$ cat config.mk
export PLATFORM = sky130hd
export DESIGN_NAME = rbst_prep
export DESIGN_NICKNAME = d
export VERILOG_FILES = /design/src/sv/rbst_pkg.sv /design/src/sv/rbst_prep.sv
export SDC_FILE = /design/constraint.sdc
export NUM_CORES = 1
export LEC_CHECK = 0
export BUFFER_PORTS_ARGS = -buffer_cell sky130_fd_sc_hd__buf_2
export CAP_MARGIN = 15
export CORE_AREA = 2 2 271 273
export DETAILED_ROUTE_END_ITERATION = 6
export DIE_AREA = 0 0 273 275
export GPL_TIMING_DRIVEN = 0
export PLACE_DENSITY = 0.65
export SLEW_MARGIN = 30
export SYNTH_ARGS = -nofsm -noshare
export SYNTH_HDL_FRONTEND = slang
export SYNTH_SLANG_ARGS = --single-unit
$ cat constraint.sdc
create_clock -name clk_i -period 6.5 [get_ports clk_i]
set_input_delay 1.625 -clock clk_i [delete_from_list [all_inputs] [get_ports clk_i]]
set_output_delay 1.625 -clock clk_i [all_outputs]
set_load 0.03 [all_outputs]
$ cat src/sv/rbst_pkg.sv
// Shared types and constants for the ray/box slab test pipeline.
// No dependencies; imported by every module of the block.
package rbst_pkg;

  localparam int unsigned COORD_WIDTH_DEF = 32;
  localparam int unsigned FRAC_BITS_DEF   = 16;
  localparam int unsigned NUM_AXES        = 3;

  // Per-axis side information that travels next to the divider lanes
  typedef struct packed {
    logic d_zero;   // direction component is zero (parallel slab)
    logic in_slab;  // origin lies within the slab, bounds inclusive
    logic d_neg;    // direction component is negative
    logic lo_neg;   // lo - origin is negative
    logic hi_neg;   // hi - origin is negative
  } axis_flags_t;

endpackage

$ cat src/sv/rbst_prep.sv
// Input stage: corner-minus-origin magnitudes, direction magnitude and axis flags.
// Depends on rbst_pkg.
module rbst_prep #(
  parameter int unsigned CoordWidth = rbst_pkg::COORD_WIDTH_DEF
) (
  input  logic                                 clk_i,
  input  logic                                 en_i,
  input  logic signed [CoordWidth-1:0]         org_i   [rbst_pkg::NUM_AXES],
  input  logic signed [CoordWidth-1:0]         dir_i   [rbst_pkg::NUM_AXES],
  input  logic signed [CoordWidth-1:0]         lo_i    [rbst_pkg::NUM_AXES],
  input  logic signed [CoordWidth-1:0]         hi_i    [rbst_pkg::NUM_AXES],
  output logic        [CoordWidth-1:0]         num_lo_o[rbst_pkg::NUM_AXES],
  output logic        [CoordWidth-1:0]         num_hi_o[rbst_pkg::NUM_AXES],
  output logic        [CoordWidth-1:0]         den_o   [rbst_pkg::NUM_AXES],
  output rbst_pkg::axis_flags_t                flags_o [rbst_pkg::NUM_AXES]
);
  import rbst_pkg::*;

  logic [CoordWidth-1:0] num_lo_q[NUM_AXES], num_hi_q[NUM_AXES], den_q[NUM_AXES];
  axis_flags_t           flags_q [NUM_AXES];

  for (genvar a = 0; a < NUM_AXES; a++) begin : g_axis
    logic signed [CoordWidth:0] dlo, dhi;
    logic        [CoordWidth:0] mlo, mhi, mdir;
    axis_flags_t                fl;

    // Exact differences, one bit wider than a coordinate
    always_comb begin
      dlo  = {lo_i[a][CoordWidth-1], lo_i[a]} - {org_i[a][CoordWidth-1], org_i[a]};
      dhi  = {hi_i[a][CoordWidth-1], hi_i[a]} - {org_i[a][CoordWidth-1], org_i[a]};
      mlo  = dlo[CoordWidth] ? (~dlo + 1'b1) : dlo;
      mhi  = dhi[CoordWidth] ? (~dhi + 1'b1) : dhi;
      mdir = dir_i[a][CoordWidth-1] ? (~{1'b1, dir_i[a]} + 1'b1) : {1'b0, dir_i[a]};
      fl.d_zero  = (dir_i[a] == '0);
      fl.in_slab = (lo_i[a] <= org_i[a]) && (org_i[a] <= hi_i[a]);
      fl.d_neg   = dir_i[a][CoordWidth-1];
      fl.lo_neg  = dlo[CoordWidth];
      fl.hi_neg  = dhi[CoordWidth];
    end

    // Capture on advance
    always_ff @(posedge clk_i) begin
      if (en_i) begin
        num_lo_q[a] <= mlo[CoordWidth-1:0];
        num_hi_q[a] <= mhi[CoordWidth-1:0];
        den_q[a]    <= mdir[CoordWidth-1:0];
        flags_q[a]  <= fl;
      end
    end
  end

  assign num_lo_o = num_lo_q;
  assign num_hi_o = num_hi_q;
  assign den_o    = den_q;
  assign flags_o  = flags_q;

endmodule

==> results of run 1 <==
path summary, 6_finish.rpt:
| check | start | end | slack (ns) | cells past startpoint |
|---|---|---|---|---|
| max | org_i[64] | num_hi_o[80]$_DFFE_PP_ | 1.11 | 14 |
| min | dir_i[64] | den_o[64]$_DFFE_PP_ | 1.28 | 1 |
area by class of cell:
class                           count  share of cell area, %
Antenna cell                       13                 0.0950
Buffer                            124                   1.52
Clock buffer                       46                   2.87
Clock inverter                     24                  0.851
Inverter                          176                   1.93
Multi-Input combinational cell   2552                   52.3
Sequential cell                   303                   26.6
Tap cell                          959                   3.50
Timing Repair Buffer              692                   10.4
stage by stage:
stage	power [mW]	area (sq um)	setup slack (ns)	hold WS, ns	util, %
6_report	8.88	34200	1.11	1.28	47.3
5_1_grt	9.36	34200	0.857	1.25	47.3
4_1_cts	8.94	34200	1.08	1.23	47.3
3_5_place_dp	6.67	32900	0.491	1.84	45.5
3_3_place_gp	6.66	32800	-0.772	1.84	45.3
2_1_floorplan	5.49	28200	1.48	1.72	-
state kept, by name, indices dropped and copies added, names as in the netlist:
| name | count |
|---|---|
| flags_o | 15 |
| num_lo_o | 96 |
| num_hi_o | 96 |
| den_o | 96 |
critical path: stages:
cell      delay, ns
buf_2          0.11
ha_1           0.25
fa_1           0.41
nor2b_1        0.24
o31a_1         0.26
o21ai_4        0.11
o31ai_2        0.65
a221o_1        0.25
a31oi_1        0.08
o21ai_1        0.30
xnor2_1        0.46
clkbuf_1       0.52
nor2_1         0.13
xnor2_1        0.33
Yosys cell counts (14+ instances only):
cell type  instances  area [sq um]
nor2b_1           25           156
xor2_1           115          1010
buf_2             18          90.1
a211oi_1          33           248
nor3_1            68           340
clkbuf_1          96           360
ha_1             207          2590
o21a_1            52           390
o2111ai_1         20           175
a21boi_0          16           120
a21o_1            87           653
or2_2             21           131
a21oi_1          236          1180
o41ai_1           15           131
o21bai_1          23           173
a311oi_1          14           123
and3_1            37           231
nand3_1           73           365
nand2_1          244           916
nand4_1           64           400
nor2_1           194           728
or3_1             48           300
inv_1            173           649
and4_1            20           175
xnor2_1          265          2320
o31ai_1           57           428
o211ai_1          28           210
and2_1            42           263
a31oi_1           42           263
o21ai_0          178           891
nand2b_1          36           225
edfxtp_1         303          9100
or4_1             18           135
nor4_1            37           231
cell families (layout without fill, tap and decap cells):
group	Yosys count	after routing	share of synthesized area [%]
AND/OR/NAND/NOR	979	979	18.2
AO/OA/AOI/OAI	966	966	23.3
XOR/XNOR	381	381	11.9
flip-flops	303	303	32.3
buffers and inverters	300	1062	4.19
adder cells (fa/ha/maj)	213	213	9.63
multiplexers	13	13	0.476
other	0	13	0
power groups by stage:
| stage | combinational, mW | sequential (mW) | clock [mW] |
|---|---|---|---|
| floorplan | 1.90 | 3.60 | 0 |
| global placement | 3.82 | 2.85 | 0 |
| detailed placement | 3.84 | 2.83 | 0 |
| CTS | 3.86 | 2.80 | 2.28 |
| global route | 4.19 | 2.83 | 2.34 |
| finish | 3.88 | 2.79 | 2.21 |
metal layers:
metal	share of wire [%]	vias up	routed length [um]
met4	3.5	4	3420
met3	5.8	165	5630
met2	48	929	47200
li1	-	13400	-
met1	42	13000	41100
met5	0.025	-	24
==> reports/metrics.yaml, run 1 <==
floorplan:
  core_area_sq_um: 72300
  ios: 689
  die_area_sq_um: 75100
  start_util_pct: 38.9
  die_y_um: 275
  rows: 99
  die_w_um: 273
synth:
  synth_area_sq_um: 28200
  ys_types: 101
  synth-seq-cells: 303
  ys_async_sr_fraction_pct: 0
  yosys_warnings: 0
  netlist_instances: 3155
  synthFlopType: "edfxtp_1"
  synth_area_per_cell_sq_um: 8.92
  seq_area_frac_synth_pct: 32.3
  synth_edf_count: 303
  synth_fp_nets: 3754
placement:
  dp_hpwl_um: 79900
  place_congestion: 0.952
  placedCellCount: 4806
  portBuffers: 688
route:
  dr_total_vias: 27400
  drc: 0
  drt_iter0_drc: 2174
  viasPerCell: 5.61
  drtAntennaViolNets: 0
  wl_per_cell_um: 19.9
  drt_wl_total_um: 97400
  firstDrtPassIters: 6
grt:
  met1_usage_pct: 30.8
  use_met2_pct: 42.0
  grt_pass1_wl_um: 144000
  antenna_found_initial: 15
  groute.layer.met3.usage_pct: 3.60
  overflow: 0
  top_usage_layer: "met2"
  grt_pass1_vias: 25400
  grt_max_degree: 86
  track_usage_pct: 24.3
power:
  combPwrFrac_pct: 43.6
  switching_share_pct: 40.5
  ir_drop_v: 0.000194
  p_switching_mw: 3.60
  seqPwrFrac_pct: 31.5
  cellLeakagePower_nw: 14.4
  power_density_nw_per_um2: 259
  power.internal_mw: 5.29
  pwr-share-clk_pct: 24.9
cts:
  cts_setup_buffers: 0
  cts_root_buf: "clkbuf_16"
  cts-htree-levels: 2
  path_clk_slew_ns: 0.06
  cts_buffer_depth: 3
  postCtsResizedCells: 0
  tritoncts.num_buffers: 38
  ctsHoldBuffers: 0
  cts_sinks: 303
  tritoncts: "done"
sta:
  timing.final.max_slew_violations: 0
  max_freq_mhz: 186
  period_share_pct: 82.9
  finalSetupViolCount: 0
  tightest_slew_ns: 0.927
  fin_tns_setup_ns: 0
  slew_headroom_pct: 37.8
  fin_crit_ns: 5.39
  rsz0062_at_grt: "no"
  hold_viol: 0
outcome:
  outcome: "completed"
layout:
  final_common_cell: "buf_2"
  regArea_sq_um: 9100
  area_growth_pct: 21.6
  layout_common_cells: "705 x buf_2, 303 x edfxtp_1, 265 x xnor2_1, 244 x nand2_1, 236 x a21oi_1"
  drive_gt1_share_pct: 22.0
  fin_cells: 4889
  final_nets: 4486
  multi_input_area_sq_um: 17900
  fillers: 7109
worst_setup_path:
  crit_type: "input port to flop"
  critPathMaxFanout: 10
  arrival_ns: 5.75
  worstSetupStartpointType: "input port"
  end_kind: "flop"
  critical_path_required_ns: 6.86
min_path:
  hp-class: "input port to flop"
run:
  cap_violations: 0
Power figures use the tool's default switching activity.
==> run 2: changes to the inputs <==
--- a/config.mk
+++ b/config.mk
@@ -11,7 +11,7 @@
 export DETAILED_ROUTE_END_ITERATION = 6
 export DIE_AREA = 0 0 273 275
 export GPL_TIMING_DRIVEN = 0
-export PLACE_DENSITY = 0.65
+export PLACE_DENSITY = 0.68
 export SLEW_MARGIN = 30
 export SYNTH_ARGS = -nofsm -noshare
 export SYNTH_HDL_FRONTEND = slang
==> constraint.sdc (replaced) <==
create_clock -name clk_i -period 4.9 [get_ports clk_i]
set_input_delay 1.225 -clock clk_i [delete_from_list [all_inputs] [get_ports clk_i]]
set_output_delay 1.225 -clock clk_i [all_outputs]
set_load 0.03 [all_outputs]
==> run 2 against run 1 <==
Global-route usage increased by 1.2 points. Largest power group unchanged. Sequential share of layout area barely moved. Sequential power up 33%. Critical endpoint is now num_hi_o[28]$_DFFE_PP_. Non-clock buffer count is 1 lower.
==> reports/metrics.yaml, run 2 (synthesis results as in run 1) <==
route:
  viasPerCell: 5.71
  wl_per_cell_um: 20.8
  drtAntennaViolNets: 0
  drt_iter0_drc: 2199
  firstDrtPassIters: 6
  drc: 0
  dr_total_vias: 27900
  drt_wl_total_um: 102000
worst_setup_path:
  worstSetupStartpointType: "input port"
  crit_buf_inv: 2
  critPathMaxFanout: 6
  crit_type: "input port to flop"
  crit_slowest_cell: "a31oi_1"
  path_cells: "buf_2 > ha_1 > fa_1 > nor2b_1 > o31a_1 > o21ai_0 > a31oi_1 > a21oi_1 > o31ai_1 > xor2_1 > or3_1 > clkbuf_1 > o41ai_2 > xnor2_1"
  critical_path_required_ns: 5.16
  end_kind: "flop"
  path_delay_family: "compound AO/OA/AOI/OAI gates"
  arrival_ns: 5.01
  cpPeakStageDelay_ns: 0.50
grt:
  grt_max_degree: 88
  overflow: 0
  grt_pass1_wl_um: 149000
  antenna_found_initial: 6
  track_usage_pct: 25.5
  grt_pass1_vias: 25700
power:
  cellLeakagePower_nw: 14.4
  ir_drop_v: 0.000319
  p_total_mw: 11.8
  power_density_nw_per_um2: 344
floorplan:
  ios: 689
  die_w_um: 273
  die_y_um: 275
  core_area_sq_um: 72300
  die_area_sq_um: 75100
  rows: 99
  start_util_pct: 38.9
sta:
  tightest_slew_ns: 0.860
  rsz0062_at_grt: "yes"
  slew_headroom_pct: 42.3
  period_share_pct: 96.9
  finalSetupViolCount: 0
  fin_hold_ws_ns: 0.857
  fin_crit_ns: 4.75
  hold_viol: 0
  worst_slack_ns: 0.154
  max_freq_mhz: 211
  timing.final.max_slew_violations: 0
  fin_tns_setup_ns: 0
layout:
  regArea_sq_um: 9100
  final_common_cell: "buf_2"
  final_nets: 4485
  fin_util_pct: 47.4
  fillers: 7096
  layout_common_cells: "705 x buf_2, 303 x edfxtp_1, 263 x xnor2_1, 244 x nand2_1, 236 x a21oi_1"
  multi_input_area_sq_um: 18000
  area_growth_pct: 21.8
  drive_gt1_share_pct: 22.4
cts:
  tritoncts: "done"
  cts-htree-levels: 2
  path_clk_slew_ns: 0.06
  cts_root_buf: "clkbuf_16"
  cts_buffer_depth: 3
  tritoncts.num_buffers: 38
  cts_sinks: 303
outcome:
  outcome: "completed"
placement:
  portBuffers: 688
  dp_hpwl_um: 83400
  place_congestion: 0.962
  post-place-ws_ns: -0.553
run:
  cap_violations: 0
min_path:
  hp-class: "input port to flop"
run 2: final timing paths:
kind / from / end / depth (start not counted)
setup / recovery: org_i[0] / num_hi_o[28]$_DFFE_PP_ / 14
hold / removal: dir_i[64] / den_o[64]$_DFFE_PP_ / 1
run 2: per-stage QoR:
stage,std cells,cell area (sq um)
floorplan,3155,28200
global placement,4802,32800
detailed placement,4805,32900
CTS,4873,34200
global route,4878,34300
finish,4878,34300
run 2: routing by layer:
layer  part of all wire (%)  GRT usage, %  vias to the layer above
li1                       -             -                    13300
met1                     42          33.0                    13200
met2                     47          42.7                     1120
met3                    6.7          3.83                      221
met4                    4.2          10.3                        2
met5                  0.019             0                        -
run 2: power breakdown:
group	internal [mW]	switching, mW
logic	1.70	3.50
registers	3.56	0.147
clock network	1.66	1.23
run 2: layout make-up:
class	instances	area share [%]
antenna	5	0.0365
buffer	123	1.50
clock buffer	42	2.82
clock inverter	26	0.898
inverter	176	1.93
multi-input combinational	2552	52.4
sequential	303	26.5
tap	959	3.50
timing repair buffer	692	10.3
run 2: repair_timing:
item	in CTS	in global routing
hold buffers	0	0
buffers inserted	0	1
endpoints found under the setup margin	0	53
gates resized for setup	0	14
