`config.mk`:
```
export PLATFORM = sky130hd
export DESIGN_NAME = rbst_reduce
export DESIGN_NICKNAME = d
export VERILOG_FILES = /design/src/sv/rbst_pkg.sv /design/src/sv/rbst_reduce.sv
export SDC_FILE = /design/constraint.sdc
export NUM_CORES = 1
export LEC_CHECK = 0
export BUFFER_PORTS_ARGS = -buffer_cell sky130_fd_sc_hd__buf_4
export CAP_MARGIN = 20
export CORE_MARGIN = 10
export CORE_UTILIZATION = 60
export CTS_CLUSTER_DIAMETER = 40
export DETAILED_ROUTE_END_ITERATION = 8
export PLACE_DENSITY = 0.86
export SLEW_MARGIN = 20
export SYNTH_ARGS = -nofsm -noshare
export SYNTH_HDL_FRONTEND = slang
export SYNTH_SLANG_ARGS = --single-unit
```
`constraint.sdc`:
```
create_clock -name clk_i -period 9.2 [get_ports clk_i]
set_clock_uncertainty 0.15 [all_clocks]
set_input_delay 0.92 -clock clk_i [delete_from_list [all_inputs] [get_ports clk_i]]
set_output_delay 0.92 -clock clk_i [all_outputs]
set_load 0.02 [all_outputs]
```
`src/sv/rbst_pkg.sv`:
```
// Shared types and constants for the ray/box slab test pipeline.
// No dependencies; imported by every module of the block.
package rbst_pkg;

  localparam int unsigned COORD_WIDTH_DEF = 32;
  localparam int unsigned FRAC_BITS_DEF   = 16;
  localparam int unsigned NUM_AXES        = 3;

  // Per-axis side information that travels next to the divider lanes
  typedef struct packed {
    logic d_zero;   // direction component is zero (parallel slab)
    logic in_slab;  // origin lies within the slab, bounds inclusive
    logic d_neg;    // direction component is negative
    logic lo_neg;   // lo - origin is negative
    logic hi_neg;   // hi - origin is negative
  } axis_flags_t;

endpackage

```
`src/sv/rbst_reduce.sv`:
```
// Output stages: saturate and sign quotients, order slab ends, then min/max and hit.
// Depends on rbst_pkg.
module rbst_reduce #(
  parameter int unsigned CoordWidth = rbst_pkg::COORD_WIDTH_DEF
) (
  input  logic                  clk_i,
  input  logic                  en_i,
  input  logic [CoordWidth-1:0] q_lo_i  [rbst_pkg::NUM_AXES],
  input  logic                  ovf_lo_i[rbst_pkg::NUM_AXES],
  input  logic [CoordWidth-1:0] q_hi_i  [rbst_pkg::NUM_AXES],
  input  logic                  ovf_hi_i[rbst_pkg::NUM_AXES],
  input  rbst_pkg::axis_flags_t flags_i [rbst_pkg::NUM_AXES],
  output logic                  hit_o
);
  import rbst_pkg::*;

  localparam logic [CoordWidth-1:0] MostNeg = {1'b1, {(CoordWidth-1){1'b0}}};
  localparam logic [CoordWidth-1:0] MostPos = ~MostNeg;

  function automatic logic signed [CoordWidth-1:0] sat_quot(
    input logic [CoordWidth-1:0] q, input logic ovf, input logic neg);
    logic [CoordWidth-1:0] lim;
    logic [CoordWidth-1:0] mag;
    lim = neg ? MostNeg : MostPos;
    mag = (ovf || (q > lim)) ? lim : q;
    return neg ? $signed(-mag) : $signed(mag);
  endfunction

  logic signed [CoordWidth-1:0] t0_q[NUM_AXES], t1_q[NUM_AXES];
  logic                         empty_q;
  logic                         hit_q;
  logic [NUM_AXES-1:0]          empty_ax;

  for (genvar a = 0; a < NUM_AXES; a++) begin : g_axis
    logic signed [CoordWidth-1:0] ql, qh, t0, t1;

    // Swap ends when the direction is negative; parallel slab is all or nothing
    always_comb begin
      ql = sat_quot(q_lo_i[a], ovf_lo_i[a], flags_i[a].lo_neg ^ flags_i[a].d_neg);
      qh = sat_quot(q_hi_i[a], ovf_hi_i[a], flags_i[a].hi_neg ^ flags_i[a].d_neg);
      empty_ax[a] = flags_i[a].d_zero && !flags_i[a].in_slab;
      if (flags_i[a].d_zero) begin
        t0 = flags_i[a].in_slab ? $signed(MostNeg) : $signed(MostPos);
        t1 = flags_i[a].in_slab ? $signed(MostPos) : $signed(MostNeg);
      end else if (flags_i[a].d_neg) begin
        t0 = qh;
        t1 = ql;
      end else begin
        t0 = ql;
        t1 = qh;
      end
    end

    always_ff @(posedge clk_i) begin
      if (en_i) begin
        t0_q[a] <= t0;
        t1_q[a] <= t1;
      end
    end
  end

  always_ff @(posedge clk_i) begin
    if (en_i) begin
      empty_q <= |empty_ax;
    end
  end

  // Entry is the latest start, exit the earliest end
  logic signed [CoordWidth-1:0] t_min, t_max;
  always_comb begin
    t_min = t0_q[0];
    t_max = t1_q[0];
    for (int a = 1; a < NUM_AXES; a++) begin
      if (t0_q[a] > t_min) t_min = t0_q[a];
      if (t1_q[a] < t_max) t_max = t1_q[a];
    end
  end

  always_ff @(posedge clk_i) begin
    if (en_i) begin
      hit_q <= !empty_q && !(t_min > t_max) && !t_max[CoordWidth-1];
    end
  end

  assign hit_o = hit_q;

endmodule

```
==> results of run 1 <==
==> cell type report <==
type,count,share of cell area [%]
diodes,1,0.008823
repair buffers,259,6.926
multi-input cells,2607,65.65
inverters,188,2.488
clock inverters,15,0.5073
clock buffers,17,1.500
well taps,539,2.378
flip-flops and latches,194,20.54
==> worst max path at each step <==
stage                     start  endpoint  slack (ns)  cells past startpoint
finish              t0_q[0][41]     hit_o        0.37                     29
global route        t0_q[0][41]     hit_o        0.08                     31
global placement    t0_q[0][63]     hit_o        1.00                     30
floorplan           t0_q[0][41]     hit_o        2.14                     32
detailed placement  t0_q[0][41]     hit_o        0.76                     31
CTS                 t0_q[0][41]     hit_o        0.64                     31
==> state kept, by name, summed over array words and instances (netlist names) <==
register,cells
t0_q,96
t1_q,96
empty_q,1
hit_o,1
==> layer usage <==
| metal | vias to the layer above | part of all wire (%) | global-route usage (%) |
|---|---|---|---|
| li1 | 12450 | - | - |
| met2 | 1867 | 45 | 57.71 |
| met1 | 12860 | 39 | 48.94 |
| met4 | 6 | 4.5 | 14.90 |
| met3 | 305 | 12 | 7.695 |
| met5 | - | 0.041 | 0 |
==> cells in the mapped netlist (all sizes together), types with 27 or more instances <==
master and instances:
a211oi 40, a21o 56, a21oi 379, a221o 27, a221oi 66, a31oi 30
buf 30, clkbuf 138, edfxtp 194, ha 356, inv 181, mux2 45
mux2i 83, nand2 200, nand3 70, nand4 74, nor2 254, nor3 101
nor4 38, o211ai 29, o21ai 196, o22ai 35, o31ai 42, or3 49
or4 27, xnor2 40, xor2 28
==> critical path: cells and delay by family, from the launching register on <==
| kind | cells | cell delay (ns) |
|---|---|---|
| AOI/OAI and AO/OA | 12 | 2.68 |
| adders and majority gates | 3 | 0.91 |
| buffers and inverters | 2 | 0.61 |
| DFF | 1 | 0.44 |
| muxes | 4 | 1.57 |
| and+or+nand+nor | 8 | 2.16 |
==> cell families after synthesis <==
group / count (synthesis) / synth area share (%)
compound gates: 1111 / 28.31
xor+xnor: 68 / 2.315
fa+ha+maj: 356 / 17.32
buf+inv: 358 / 5.560
flops: 194 / 22.65
mux: 128 / 5.214
simple gates: 944 / 18.64
==> placed cells by master (no fill, tap or decap), drive strengths merged, types with 18 or more instances in the layout <==
| cell type | netlist | final |
|---|---|---|
| a21oi | 379 | 379 |
| ha | 356 | 356 |
| buf | 30 | 258 |
| nor2 | 254 | 254 |
| nand2 | 200 | 200 |
| o21ai | 196 | 196 |
| edfxtp | 194 | 194 |
| inv | 181 | 189 |
| nor3 | 101 | 101 |
| mux2i | 83 | 83 |
| nand4 | 74 | 74 |
| nand3 | 70 | 70 |
| a221oi | 66 | 66 |
| a21o | 56 | 56 |
| or3 | 49 | 49 |
| mux2 | 45 | 45 |
| o31ai | 42 | 42 |
| a211oi | 40 | 40 |
| xnor2 | 40 | 40 |
| nor4 | 38 | 38 |
| o22ai | 35 | 35 |
| a31oi | 30 | 30 |
| o211ai | 29 | 29 |
| xor2 | 28 | 28 |
| a221o | 27 | 27 |
| or4 | 27 | 27 |
| nor2b | 20 | 20 |
| nand2b | 20 | 20 |
| a211o | 20 | 20 |
| or2 | 20 | 20 |
| o21a | 19 | 19 |
| o22a | 18 | 18 |
| o221ai | 18 | 18 |
| clkbuf | 138 | 18 |
| and2 | 18 | 18 |
==> power by group <==
part           total, mW  switching (mW)  leakage, nW  internal (mW)
clock network      0.741           0.360        0.269          0.381
registers           1.20          0.0878         1.91           1.11
logic               2.51            1.53         9.57          0.980
==> stage by stage <==
| step | std cells | utilization, % | cell area, um2 |
|---|---|---|---|
| after global placement | 3786 | 65.92 | 27780 |
| after CTS | 3818 | 67.28 | 28350 |
| after floorplan | 3159 | - | 25720 |
| after detailed placement | 3786 | 65.93 | 27780 |
| final | 3820 | 67.32 | 28360 |
| after global routing | 3819 | 67.31 | 28360 |
==> parameters.txt, run 1 <==
Parameter                              Value

Synthesis
  Mapped Nets    3730
  Number of distinct library cells after synthesis    97
  Most common flop cell mapped by yosys    edfxtp_1
  Post-synthesis instance area    25720 um2
  Post-synth top area share    22.65%
  Fraction of the yosys area taken by sequential cells    22.65%
  Cell accounting for the most synthesized area    edfxtp_1
  Gate count of the mapped netlist    3159
  Number of enable flip-flop cells after synthesis    194
  Flop and latch count out of synthesis    194
  Cell types occupying the most area after synthesis    edfxtp_1, ha_1, a21oi_1
  Syn. warnings    0
  Fraction of synthesis flops using an asynchronous set or reset pin    0%
  Post-Syn Area per Cell    8.143 um2

Layout
  Area taken by flip-flops and latches    5826 um2
  Final net count    3838
  Fillers    3503
  Relative area change from synthesis to final layout    10.26%
  Multi-input combinational cell area    18620 um2
  Share of final-layout standard cells stronger than drive strength 1    12.44%

Critical path
  Launching element type of the critical path    register
  Biggest cell delay along the critical path    0.87 ns
  Worst reg-to-reg setup slack    0.37 ns
  Cell type of the slowest stage on the worst timing path    o311ai_0
  Maximum fanout count along the critical path    32
  Critical path data required time    9.25 ns
  Launching point of the worst reg2reg path    t0_q[0][41]
  R2r endpoint    hit_o
  CP arrival    8.88 ns
  Crit end category    register
  Depth of the worst register-to-register path    29
  Critical path start-end classification    reg -> reg

Floorplan
  Die Height    227.1 um
  Cell row count    75
  Total Die Area    51550 um2
  Core outline area    42130 um2
  Die Wd    227.1 um
  Initial Util    61.05%
  IO Pins    216

Place
  Post-Place Worst Slack    0.7559 ns
  Sum of net half-perimeters after detailed placement    78210 um
  Number of port buffers    215
  Placer congestion estimate    1.006

Clock network
  CTS H-tree lvls    4
  Clock root buffer master    clkbuf_16
  Total CTS buffers    17
  Clock tree from TritonCTS    yes
  Resize count post-CTS    0
  Source-to-sink clock delay at the later pin of the worst-skew pair    0.45 ns
  Maximum clock insertion buffer count    2
  Clock tree sinks    194
  Hold buffers post-CTS    0
  Post-CTS Setup Bufs    0
  CTS clock-pin slew for the worst setup and hold paths    0.08 ns

Global routing
  Pin count of the biggest net entering global routing    107
  Initial antenna violation count    5
  Global-route wire length before repair    149000 um
  Global router's overall resource usage    36.90%
  Grt total ovfl    0
  Number of global-route vias before repair    25700

STA
  Minimum period implied by the final worst setup slack    8.832 ns
  Highest clock rate    113.2 MHz
  Worst Tran Pin Value    1.114 ns
  Worst setup slack after layout    0.3685 ns
  Ratio of final minimum period to clock period    95.99%
  Setup repair after global routing missed its margin    no
  Slew Limit Fails    0
  Post-route worst hold slack    0.7132 ns
  Number of failing hold endpoints at the final stage    0
  Worst slew margin relative to its limit    25.08%
  Final TNS setup    0 ns
  Setup-failing EPs final    0

Detailed routing
  Pre-Repair DR Iteration Count    9
  Final Routed Wirelength    98230 um
  Count of nets left with antenna violations after detail routing    0
  Wire per inst    25.71 um
  Residual DRC count    1
  Iteration-0 DRC Markers    4331
  Via density    7.198
  Count of vias placed by the detailed router    27500

Hold path
  Worst hold path depth    2
  Endpoint of the worst hold path    hit_o
  Path type of the worst min-delay path    reg -> reg
  Start point of the worst hold path    t1_q[0][95]

Power
  Power Density    156.6 nW/um2
  Max IR drop VDD    148.0 uV
  Pwr Total    4.443 mW
  Leakage Power    11.74 nW

Run
  Max-cap violation count    0

Outcome
  Violations in the final reports    design-rule violations
  Outcome    complete, but fails checks
Note: power is estimated with default switching activity, not from simulation.
==> run 2, diff against run 1 <==
--- a/config.mk
+++ b/config.mk
@@ -7,11 +7,12 @@
 export LEC_CHECK = 0
 export BUFFER_PORTS_ARGS = -buffer_cell sky130_fd_sc_hd__buf_4
 export CAP_MARGIN = 20
+export CORE_ASPECT_RATIO = 1.4
 export CORE_MARGIN = 10
-export CORE_UTILIZATION = 60
+export CORE_UTILIZATION = 63
 export CTS_CLUSTER_DIAMETER = 40
 export DETAILED_ROUTE_END_ITERATION = 8
-export PLACE_DENSITY = 0.86
+export PLACE_DENSITY = 0.89
 export SLEW_MARGIN = 20
 export SYNTH_ARGS = -nofsm -noshare
 export SYNTH_HDL_FRONTEND = slang
==> run 2 against run 1 <==
Effect of this change:
- sequential cell count unchanged
- first-iteration DRC count down 14%
- worst hold slack worse by 0.018 ns
- sequential share of layout area about the same
- the run now ends clean
- critical path type unchanged
- sequential power about the same
- clock power up 3%
- clock-buffer cell count unchanged
==> parameters.txt, run 2 (synthesis results as in run 1) <==
Parameter                              Value

Outcome
  Outcome    finished, final reports clean

Power
  Leakage Power    11.77 nW
  Max IR drop VDD    153.1 uV
  Power Density    157.4 nW/um2
  Pwr Total    4.469 mW

Global routing
  Global router's overall resource usage    39.27%
  Initial antenna violation count    2
  Pin count of the biggest net entering global routing    71
  Grt total ovfl    0
  Number of global-route vias before repair    26120
  Global-route wire length before repair    152500 um

Layout
  Final Instance Area    28400 um2
  Most common library cell in the layout ignoring fill and taps    a21oi_1
  Final net count    3841
  Most used cells in the layout excluding fill and tap cells    a21oi_1, ha_1, buf_4
  Share of final-layout standard cells stronger than drive strength 1    12.55%
  Final std cells w/o fill    3818
  Final Core Density    70.50%
  Relative area change from synthesis to final layout    10.39%
  Regs by FF count    t0_q (96), t1_q (96)

Place
  Number of port buffers    215
  Sum of net half-perimeters after detailed placement    79040 um
  Placer congestion estimate    1.090
  Cells after DPL    3785
  Post-Place Worst Slack    0.7391 ns
  Post-detailed-placement cell area    27800 um2

STA
  Final TNS setup    0 ns
  Ratio of final minimum period to clock period    94.17%
  Setup repair after global routing missed its margin    no
  Minimum period implied by the final worst setup slack    8.663 ns
  Worst setup slack after layout    0.5366 ns
  Post-route worst hold slack    0.6954 ns
  Highest clock rate    115.4 MHz
  Setup-failing EPs final    0
  Slew Limit Fails    0
  Worst Tran Pin Value    1.284 ns
  Worst slew margin relative to its limit    13.49%
  Number of failing hold endpoints at the final stage    0

Detailed routing
  Final Routed Wirelength    100200 um
  Iteration-0 DRC Markers    3728
  Residual DRC count    0
  Wire per inst    26.24 um
  Count of vias placed by the detailed router    27700
  Via density    7.254
  Pre-Repair DR Iteration Count    6
  Count of nets left with antenna violations after detail routing    0

Clock network
  Clock root buffer master    clkbuf_16
  Post-CTS Setup Bufs    0
  Source-to-sink clock delay at the later pin of the worst-skew pair    0.47 ns
  CTS H-tree lvls    4
  CTS clock-pin slew for the worst setup and hold paths    0.08 ns
  Resize count post-CTS    0
  Clock tree from TritonCTS    yes
  Total CTS buffers    17
  Maximum clock insertion buffer count    2
  Hold buffers post-CTS    0
  Clock tree sinks    194

Run
  Max-cap violation count    0

Floorplan
  Cell row count    87
  Initial Util    63.87%
  Die Wd    190.8 um
  Total Die Area    49430 um2
  Core outline area    40280 um2
  Die Height    259.1 um
  IO Pins    216

Critical path
  Biggest cell delay along the critical path    0.75 ns
  Launching element type of the critical path    register
  Maximum fanout count along the critical path    21
  Critical path start-end classification    reg -> reg
  Critical path data required time    9.27 ns
  Crit end category    register
  Cell type of the slowest stage on the worst timing path    ha_1
  CP arrival    8.74 ns

Hold path
  Path type of the worst min-delay path    reg -> reg
run 2: cell types whose count changed in the layout (fill, tap and decap cells not counted), sizes merged:
cell / previous run / this run
buf: 258 / 262
clkinv: 9 / 13
clkinvlp: 4 / 2
inv: 189 / 187
clkbuf: 18 / 17
run 2: critical path, delay by kind of cell, from the launching register on:
family	cells	cell delay (ns)
compound gates	11	2.38
fa+ha+maj	3	1.26
buf+inv	2	0.53
flops	1	0.43
mux	3	0.81
simple gates	11	2.83
run 2: final timing paths:
| path | start | endpoint | slack [ns] | cells past startpoint |
|---|---|---|---|---|
| max | t0_q[0][63] | hit_o | 0.54 | 30 |
| min | t1_q[0][95] | hit_o | 0.70 | 2 |
| max reg2reg | t0_q[0][63] | hit_o | 0.54 | 30 |
| min reg2reg | t1_q[0][95] | hit_o | 0.70 | 2 |
run 2: report_power, final:
group	internal, mW	total [mW]	switching, mW
registers	1.11	1.20	0.0882
logic	0.978	2.51	1.54
clock network	0.386	0.760	0.374
total	2.47	4.47	2.00
run 2: area by class of cell:
type | count | area [um2]
clock inverter | 15 | 172.7
tap | 534 | 668.1
timing repair buffer | 262 | 1971
multi-input combinational | 2607 | 18630
antenna | 1 | 2.502
inverter | 188 | 705.7
sequential | 194 | 5826
fill | 3185 | 11880
clock buffer | 17 | 425.4
run 2: routing by layer:
layer  share of wire (%)  up-vias  global-route usage (%)
met5                   0        -                       0
met4                 9.1        0                   30.86
met3                 8.8      476                   7.070
met2                  48     1900                   66.28
met1                  34    12860                   42.62
li1                    -    12460                       -
